### config.mk
export PLATFORM = sky130hd
export DESIGN_NAME = skt_cell
export DESIGN_NICKNAME = d
export VERILOG_FILES = /design/src/rtl/core/sorted_key_table_core_macros.svh /design/src/rtl/core/skt_pkg.sv /design/src/rtl/core/skt_cell.sv
export SDC_FILE = /design/constraint.sdc
export NUM_CORES = 1
export LEC_CHECK = 0
export ABC_CLOCK_PERIOD_IN_PS = 8100
export BUFFER_PORTS_ARGS = -buffer_cell sky130_fd_sc_hd__buf_2
export CAP_MARGIN = 20
export CORE_ASPECT_RATIO = 1.2
export CORE_MARGIN = 4
export CORE_UTILIZATION = 46
export DETAILED_ROUTE_END_ITERATION = 7
export PLACE_DENSITY = 0.82
export RECOVER_POWER = 25
export SYNTH_ARGS = -nofsm -noshare
export SYNTH_HDL_FRONTEND = slang
export SYNTH_SLANG_ARGS = --single-unit
### constraint.sdc
create_clock -name clk -period 8.1 [get_ports clk]
set_clock_uncertainty 0.1 [all_clocks]
set_input_delay 1.62 -clock clk [delete_from_list [all_inputs] [get_ports clk]]
set_output_delay 1.62 -clock clk [all_outputs]
set_load 0.005 [all_outputs]
### src/rtl/core/sorted_key_table_core_macros.svh
// Assertion macros for the sorted key table core.
// Used by the top level only; expects signals clk and rst in scope.
`ifndef SORTED_KEY_TABLE_CORE_MACROS_SVH
`define SORTED_KEY_TABLE_CORE_MACROS_SVH

// Same-cycle implication, disabled during reset.
`define SKT_ASSERT_IMP(lbl, ante, cons, msg) \
  lbl: assert property (@(posedge clk) disable iff (rst) (ante) |-> (cons)) else $error(msg);

// Next-cycle implication, disabled during reset.
`define SKT_ASSERT_NXT(lbl, ante, cons, msg) \
  lbl: assert property (@(posedge clk) disable iff (rst) (ante) |=> (cons)) else $error(msg);

`endif

### src/rtl/core/skt_pkg.sv
// Shared types and constants for the sorted key table core.
// No dependencies.
`timescale 1ns / 1ps

package skt_pkg;

  localparam int KEY_W      = 50;
  localparam int DEPTH_DEF  = 64;
  localparam int STATUS_W   = 2;
  localparam int COUNT_W    = 7;

  // Request codes
  localparam logic REQ_INSERT = 1'b0;
  localparam logic REQ_DELETE = 1'b1;

  // Status codes
  localparam logic [STATUS_W-1:0] STAT_DONE      = 2'd0;
  localparam logic [STATUS_W-1:0] STAT_FULL      = 2'd1;
  localparam logic [STATUS_W-1:0] STAT_NOT_FOUND = 2'd2;

  // Broadcast command to every cell of the chain
  typedef struct packed {
    logic             ins;   // shift right from the insert point
    logic             del;   // shift left from the matching entry
    logic [KEY_W-1:0] key;   // key under compare
  } skt_cmd_t;

endpackage

### src/rtl/core/skt_cell.sv
// One slot of the sorted key chain: holds a key, compares it to the
// broadcast key and takes a neighbor's key on insert or delete. Uses skt_pkg.
`timescale 1ns / 1ps

module skt_cell import skt_pkg::*; (
  input  logic             clk,
  input  skt_cmd_t         cmd,
  input  logic             occ,        // slot holds a live key
  input  logic [KEY_W-1:0] left_key,
  input  logic             left_gt,    // left slot is past the insert point
  input  logic             left_ge,    // left slot is at or past the delete point
  input  logic [KEY_W-1:0] right_key,
  output logic [KEY_W-1:0] key,
  output logic             gt,
  output logic             ge,
  output logic             hit
);

  logic [KEY_W-1:0] key_next;

  // Empty slots count as "greater" so an insert lands at the tail.
  assign gt  = !occ || (key > cmd.key);
  assign ge  = occ && (key >= cmd.key);
  // First slot at or above the key, and equal to it.
  assign hit = ge && !left_ge && (key == cmd.key);

  always_comb begin
    key_next = key;
    priority if (cmd.ins && gt && !left_gt) begin
      key_next = cmd.key;
    end else if (cmd.ins && gt) begin
      key_next = left_key;
    end else if (cmd.del && ge) begin
      key_next = right_key;
    end
  end

  always_ff @(posedge clk) begin
    key <= key_next;
  end

endmodule

# Word-level counts from Yosys, hierarchy flattened
# Cells that the tools add are included.
dict set report totals {
  ff_bits 50
  inputBits 156
  out_inout_bits 53
  elab_cells 18
}
dict set report classes {
  order_cmp 2
  n_eq_ne 1
  n_mux 3
  n_reduce_logical 11
}
# op n
set op_table {}
lappend op_table {{$mux 50} 3}
lappend op_table {{$eq 50x50->1} 1}
lappend op_table {{$ge 50x50->1} 1}
lappend op_table {{$gt 50x50->1} 1}
lappend op_table {{$logic_and 1x1->1} 6}
lappend op_table {{$logic_not 1->1} 3}
lappend op_table {{$reduce_bool 3->1} 1}
lappend op_table {{$logic_or 1x1->1} 1}

# Depth between registers and ports, before layout
# Gate-level depths: netlist of run 1.
dict set report depth {
  depth_word 6
  ltp_mapped 10
  mapped_depth_nobuf 9
}

# Least setup slack after synthesis of run 1
# No wires, ideal clock.
dict set report synth_timing {
  path_type {input-to-reg}
  start {input cmd[41] in the netlist's numbering}
  end {register key[0], enable pin}
  setup_ps 533
  arrival_time_ps 6674
  t_required_ps 7467
  setup_slack_ps 793
  stages 9
  n_path_buf 0
  cell_sequence {inv_1 > ha_1 > nand4_1 > nor4_4 > nand2_1 > a2bb2oi_1 > o311a_1 > and3_2 > a211oi_1}
}
dict set report synth_between {
  elab_chain_cells 5
  elab_cells_between_ends 8
  cone_classes {order compare (2); reduce/logical (6)}
}
# element line
set synth_rtl {}
lappend synth_rtl {{start: declaration} skt_cell.sv:7} ;# input skt_cmd_t cmd,
lappend synth_rtl {{$gt 50x50->1} skt_cell.sv:22} ;# assign gt = !occ || (key > cmd.key);
lappend synth_rtl {{$logic_or 1x1->1} skt_cell.sv:22}
lappend synth_rtl {{$logic_and 1x1->1} {skt_cell.sv:29, skt_cell.sv:31}}
lappend synth_rtl {{$logic_and 1x1->1} skt_cell.sv:29} ;# priority if (cmd.ins && gt && !left_gt) begin
lappend synth_rtl {{$reduce_bool 3->1 (no line) (*)} --}
lappend synth_rtl {{end signal: assignment} skt_cell.sv:39} ;# key <= key_next;
lappend synth_rtl {{end: declaration} skt_cell.sv:13} ;# output logic [KEY_W-1:0] key,
# Every way passes the cells marked *; elsewhere a longest branch is shown, timed or not.
# A chain may end at the register's enable or synchronous reset.

# Worst setup path after layout of run 1
dict set report layout_timing {
  start {input cmd[40] in the netlist's numbering}
  end {output gt}
}
dict set report layout_between {
  elab_chain_cells 2
}
# element line
set layout_rtl {}
lappend layout_rtl {{$gt 50x50->1} skt_cell.sv:22}
lappend layout_rtl {{$logic_or 1x1->1} skt_cell.sv:22}
lappend layout_rtl {{end: declaration} skt_cell.sv:14} ;# output logic gt,
# No other way between the ends.

==> impl_metrics.py, run 1 <==
metrics = {
    "critical_path": {
        "startpoint": "cmd[40]",
        "worstPathArrival_ps": 3600,
        "endpoint_kind": "primary output",
        "start_kind": "input pin",
        "critPathRequiredTime_ps": 6380,
        "r2r_start": "key[39]$_DFFE_PP_",
        "critPathTopFamily": "simple AND/OR/NAND/NOR gates",
        "cp_num_buf_inv": 4,
        "crit_type": "in -> out",
        "worst_path_largest_cell_delay_ps": 420,
        "critPathSlowestCell": "nor4_4",
        "path_depth": 11,
        "worstReg2RegEnd": "key[8]$_DFFE_PP_",
        "reg2reg_depth": 10,
        "cp_max_fo": 4,
        "reg2reg_slack_ps": 4450,
        "path_cells": "buf_2 -> inv_1 -> ha_1 -> nand4_1 -> nor4_4 -> nand3_2 -> inv_1 -> a31oi_1 -> and3_2 -> nor2_1 -> buf_2",
        "crit_path_end": "gt",
    },
    "detailed_routing": {
        "drt_pre_antenna_iters": 4,
        "drc": 0,
        "wl_um": 10910,
        "drt-wirelength-per-cell_um": 15.03,
        "ant_nets": 0,
        "dr_total_vias": 3749,
        "drt_iter0_markers": 168,
        "viasPerCell": 5.164,
    },
    "sta": {
        "fin_hold_ws_ps": 1195,
        "slew_viol_final": 0,
        "setup_slack_ps": 2779,
        "hold_viol_final": 0,
        "relSlewSlack_pct": 43.35,
        "final-setup-viol-count": 0,
        "period_needed_ps": 5321,
        "rsz0062_at_grt": "no",
        "max_slew.worst_pin.slew_ps": 849.7,
        "period_share_pct": 65.69,
        "setup_tns_ps": 0,
        "clock.fmax_mhz": 187.9,
    },
    "floorplanning": {
        "dieArea_mm2": 0.01030,
        "fp.dieW_um": 93.33,
        "ioPinCount": 209,
        "num_rows": 37,
        "fp.coreArea_mm2": 0.008564,
        "start_util_pct": 46.92,
        "die_h_um": 110.4,
    },
    "synthesis": {
        "synth.distinct_cells": 34,
        "ys_ff_latch": 50,
        "synth-adder-area-share_pct": 15.57,
        "synthFlopType": "edfxtp_1",
        "syn_nets": 612,
        "yosys.area_share.xor_xnor_pct": 0,
        "synth_edf_count": 50,
        "synth.most_common_cell": "nand2_1",
        "yosysWarnings": 0,
        "async_flop_share_pct": 0,
        "synthTopCellsByCount": "nand2_1, o21ai_0, inv_1",
        "ys_seq_area_share_pct": 37.36,
        "synthCells": 406,
        "synthTopCellsByArea": "edfxtp_1, ha_1, mux2_2",
        "yosysTopAreaCellShare_pct": 37.36,
        "syn-cell-area_mm2": 0.004019,
        "muxShareOfSynthArea_pct": 15.22,
        "synth-compound-area-share_pct": 12.64,
        "synth-simple-area-share_pct": 11.71,
        "avgSynthCellArea_um2": 9.899,
        "synth_top_cell_by_area": "edfxtp_1",
        "synth_top_family_by_area": "adder cells",
    },
    "finish": {
        "largest_reg_flops": 50,
        "area_delta_synth_final_pct": 29.33,
        "largest_registers": "key: 50 flops",
        "drive_gt1_share_pct": 40.56,
        "regMostFlops": "key",
        "diodes": 0,
        "layout.nets": 815,
        "fin_area_mm2": 0.005197,
        "fin_cells": 726,
    },
    "hold_path": {
        "hold_path_class": "reg -> reg",
    },
    "power": {
        "p_clk_share_pct": 19.2,
        "switching_power_uw": 222.5,
        "power_frac_seq_pct": 47.0,
        "pwr-share-comb_pct": 33.8,
        "max-vdd-ir-drop_mv": 0.07990,
        "power.leakage_uw": 0.002589,
        "intPower_uw": 507.5,
        "power.density_mw_per_mm2": 140.5,
        "p_sw_share_pct": 30.48,
    },
    "clocking": {
        "path_clk_slew_ps": 90,
        "cts_hold_buf": 0,
        "tritoncts": "yes",
        "cts_setup_buffers": 0,
        "cts.repair.resized": 0,
        "cts_sinks": 50,
        "root_buffer": "clkbuf_8",
        "clk_latency_ps": 300,
        "cts_made_buffers": 5,
        "htree_levels": 2,
        "cts_buffer_depth": 2,
    },
    "placed_design": {
        "place_inst": 718,
        "place_area_mm2": 0.005135,
        "gp_congestion": 0.8252,
        "place_ws_ps": 2671,
        "port_buffers": 208,
        "dp_hpwl_um": 8702,
    },
    "global_route": {
        "track_usage_pct": 19.48,
        "first_global_vias": 3625,
        "grt_max_degree": 100,
        "grt_overflow": 0,
        "grt_first_pass_wirelength_um": 16040,
        "antenna_found_initial": 0,
    },
    "status": {
        "status": "complete, no violations",
    },
    "flow_run": {
        "max-cap-violations": 0,
    },
}
==> cells in the final DEF (no fill, tap or decap), drive strengths merged <==
cell,synthesis,routed
a21oi,17,17
mux2,51,51
o21ai,56,56
and2b,1,1
a221o,1,1
nand2,62,62
and2,1,1
clkinv,0,2
nor3,3,3
and3,2,2
ha,50,50
o311a,1,1
a31oi,2,2
or2,1,1
a211oi,3,3
a221oi,3,3
nor4,2,2
inv,52,52
nand4b,1,1
nor2,6,6
and4,5,5
a21o,5,5
edfxtp,50,50
nand4,7,7
a2bb2oi,1,1
buf,7,188
nand3,7,7
clkbuf,9,29
==> routing by layer <==
layer	GRT usage [%]	part of all wire, %	vias to the layer above	wire [um]
met4	5.340	1.3	0	138
met5	0	0	-	0
met1	21.44	38	1715	4187
li1	-	-	1863	-
met2	37.71	53	155	5833
met3	3.870	6.9	16	749
==> through the flow <==
step,util [%],total power [uW]
4_1_cts,60.88,738.9
5_1_grt,60.69,778.8
6_report,60.69,730.0
2_1_floorplan,-,495.9
3_3_place_gp,59.96,586.3
3_5_place_dp,59.96,597.6
==> logic make-up after synthesis <==
| logic type | count (synthesis) |
|---|---|
| compound gates | 89 |
| fa+ha+maj | 50 |
| simple gates | 98 |
| flops | 50 |
| mux | 51 |
| buf+inv | 68 |
==> layout make-up <==
class / count / area [um2]
Clock buffer: 5 / 68.82
Fill cell: 745 / 3367
Timing Repair Buffer: 212 / 1047
Tap cell: 117 / 146.4
Inverter: 52 / 195.2
Clock inverter: 2 / 10.01
Sequential cell: 50 / 1501
Multi-Input combinational cell: 288 / 2228
==> worst min-delay path by stage <==
stage                                   end  depth (start not counted)              start
after detailed placement  key[10]$_DFFE_PP_                          6  key[18]$_DFFE_PP_
after CTS                 key[33]$_DFFE_PP_                          6  key[18]$_DFFE_PP_
final                     key[10]$_DFFE_PP_                          6  key[18]$_DFFE_PP_
after global placement     key[9]$_DFFE_PP_                          6  key[18]$_DFFE_PP_
after floorplan           key[19]$_DFFE_PP_                          6  key[49]$_DFFE_PP_
after global routing       key[9]$_DFFE_PP_                          6  key[18]$_DFFE_PP_
==> power groups by stage <==
stage / logic, uW / registers (uW) / clock network (uW)
finish: 247 / 343 / 140
global route: 277 / 347 / 155
CTS: 250 / 343 / 146
detailed placement: 249 / 349 / 0
global placement: 239 / 347 / 0
floorplan: 143 / 353 / 0
==> worst min-delay path: stages, from the launching register on <==
cell and delay [ps]:
edfxtp_1 380, ha_1 240, nand2_1 50, nor3_1 60, nand3_2 110, or2_2 150
a211oi_4 120
No activity file was read; power rests on OpenSTA's default activity.
==> run 2: changes to the inputs <==
ABC_CLOCK_PERIOD_IN_PS = 5200   (was 8100)
clock period = 5.2 ns   (was 8.1 ns; I/O delays follow)
==> run 2 against run 1 <==
Against the previous run:
- combinational power is 53% higher
- first-iteration DRC count is 7.1% higher
- highest routed layer unchanged
- largest cell class unchanged
- via count stayed put
- count of clock-buffer cells in the layout stayed put
- worst hold slack worse by 290 ps
- sequential power is 56% higher
- cell area hardly changed
- register-to-register slack worse by 2600 ps
- critical path depth stayed put
==> impl_metrics.py, run 2 (same netlist as run 1, synthesis figures left out) <==
metrics = {
    "sta": {
        "relSlewSlack_pct": 43.61,
        "rsz0062_at_grt": "no",
        "period_share_pct": 81.41,
        "period_needed_ps": 4233,
        "hold_viol_final": 0,
        "slew_viol_final": 0,
        "max_slew.worst_pin.slew_ps": 845.8,
        "final-setup-viol-count": 0,
        "setup_slack_ps": 966.9,
        "setup_tns_ps": 0,
        "clock.fmax_mhz": 236.2,
    },
    "clocking": {
        "cts_sinks": 50,
        "cts_setup_buffers": 0,
        "cts_buffer_depth": 2,
        "path_clk_slew_ps": 100,
        "root_buffer": "clkbuf_8",
        "cts_hold_buf": 0,
        "htree_levels": 2,
        "cts_made_buffers": 5,
        "clk_latency_ps": 320,
        "tritoncts": "yes",
        "cts.repair.resized": 0,
    },
    "finish": {
        "layout_common_cells": "buf_2, nand2_1, o21ai_0, inv_1",
        "area_delta_synth_final_pct": 29.20,
        "diodes": 0,
        "layout.nets": 814,
        "largest_registers": "key: 50 flops",
        "largest_reg_flops": 50,
        "fin_area_mm2": 0.005192,
        "nFillCells": 743,
        "drive_gt1_share_pct": 40.39,
        "regMostFlops": "key",
        "final_common_cell": "buf_2",
    },
    "critical_path": {
        "start_kind": "input pin",
        "reg2reg_depth": 9,
        "cp_max_fo": 4,
        "endpoint_kind": "primary output",
        "r2r_start": "key[39]$_DFFE_PP_",
        "path_cells": "buf_2 -> inv_1 -> ha_1 -> nand4_1 -> nor4_4 -> nand3_2 -> inv_1 -> a31oi_1 -> and3_2 -> nor2_1 -> buf_2",
        "worstPathArrival_ps": 3090,
        "worstReg2RegEnd": "key[39]$_DFFE_PP_",
        "critPathRequiredTime_ps": 4060,
        "worst_path_largest_cell_delay_ps": 420,
        "crit_type": "in -> out",
        "reg2reg_slack_ps": 1850,
        "critPathSlowestCell": "nor4_4",
    },
    "floorplanning": {
        "num_rows": 37,
        "ioPinCount": 209,
        "fp.dieW_um": 93.33,
        "die_h_um": 110.4,
        "fp.coreArea_mm2": 0.008564,
        "dieArea_mm2": 0.01030,
        "start_util_pct": 46.92,
    },
    "power": {
        "power_frac_seq_pct": 46.6,
        "p_clk_share_pct": 20.5,
        "pwr-share-comb_pct": 32.9,
        "switching_power_uw": 357.8,
        "max-vdd-ir-drop_mv": 0.1310,
        "p_sw_share_pct": 31.14,
        "intPower_uw": 791.3,
        "power.density_mw_per_mm2": 221.3,
        "power.leakage_uw": 0.002579,
    },
    "placed_design": {
        "gp_congestion": 0.7886,
        "dp_hpwl_um": 8870,
        "place_ws_ps": 898.4,
        "place_area_mm2": 0.005135,
        "port_buffers": 208,
    },
    "hold_path": {
        "hold_end": "key[35]$_DFFE_PP_",
        "holdPathStages": 2,
        "hold_path_class": "in -> reg",
        "worstHoldStart": "right_key[35]",
    },
    "detailed_routing": {
        "drt_pre_antenna_iters": 4,
        "wl_um": 10930,
        "drt-wirelength-per-cell_um": 15.05,
        "ant_nets": 0,
        "viasPerCell": 5.164,
        "drt_iter0_markers": 180,
        "dr_total_vias": 3749,
        "drc": 0,
    },
    "flow_run": {
        "max-cap-violations": 0,
    },
    "global_route": {
        "antenna_found_initial": 0,
        "grt_overflow": 0,
        "first_global_vias": 3712,
        "grt_max_degree": 55,
        "grt_first_pass_wirelength_um": 16720,
        "track_usage_pct": 20.25,
    },
    "status": {
        "status": "complete, no violations",
    },
}
[run 2: how the worst max path moves through the flow]
stage	slack [ps]	start	depth (start not counted)	to
2_1_floorplan	110	cmd[41]	9	key[0]$_DFFE_PP_
3_3_place_gp	920	cmd[24]	10	gt
3_5_place_dp	900	cmd[19]	11	gt
4_1_cts	880	cmd[19]	11	gt
5_1_grt	760	cmd[19]	11	gt
6_report	970	cmd[41]	11	gt
[run 2: layout make-up]
class	count	area [um2]	area share, %
Timing Repair Buffer	211	1031	19.86
Tap cell	117	146.4	2.819
Inverter	52	195.2	3.759
Sequential cell	50	1501	28.92
Multi-Input combinational cell	288	2228	42.92
Clock inverter	3	21.27	0.4096
Clock buffer	5	68.82	1.325
[run 2: worst max-delay path: cells and delay by family]
kind,cells,cell delay [ps]
buf+inv,4,350
fa+ha+maj,1,290
simple gates,5,1250
compound gates,1,150
[run 2: power by group through the flow]
stage / logic [uW] / clock network (uW) / registers, uW
2_1_floorplan: 224 / 0 / 547
3_3_place_gp: 372 / 0 / 542
3_5_place_dp: 387 / 0 / 543
4_1_cts: 389 / 245 / 535
5_1_grt: 428 / 257 / 541
6_report: 378 / 235 / 536
[run 2: through the flow]
step | hold slack [ps] | cells | power, uW | util [%]
final | 902.9 | 726 | 1149 | 60.63
after global routing | 892.9 | 726 | 1227 | 60.63
after CTS | 892.4 | 726 | 1168 | 61.01
after detailed placement | 1230 | 718 | 930.6 | 59.96
after global placement | 1228 | 718 | 913.5 | 59.96
after floorplan | 1141 | 406 | 770.5 | -
[run 2: metal layers]
metal | part of all wire [%] | global-route usage (%)
met2 | 53 | 38.17
met1 | 38 | 22.95
met4 | 1.4 | 5.340
met5 | 0 | 0
met3 | 7.4 | 4.481
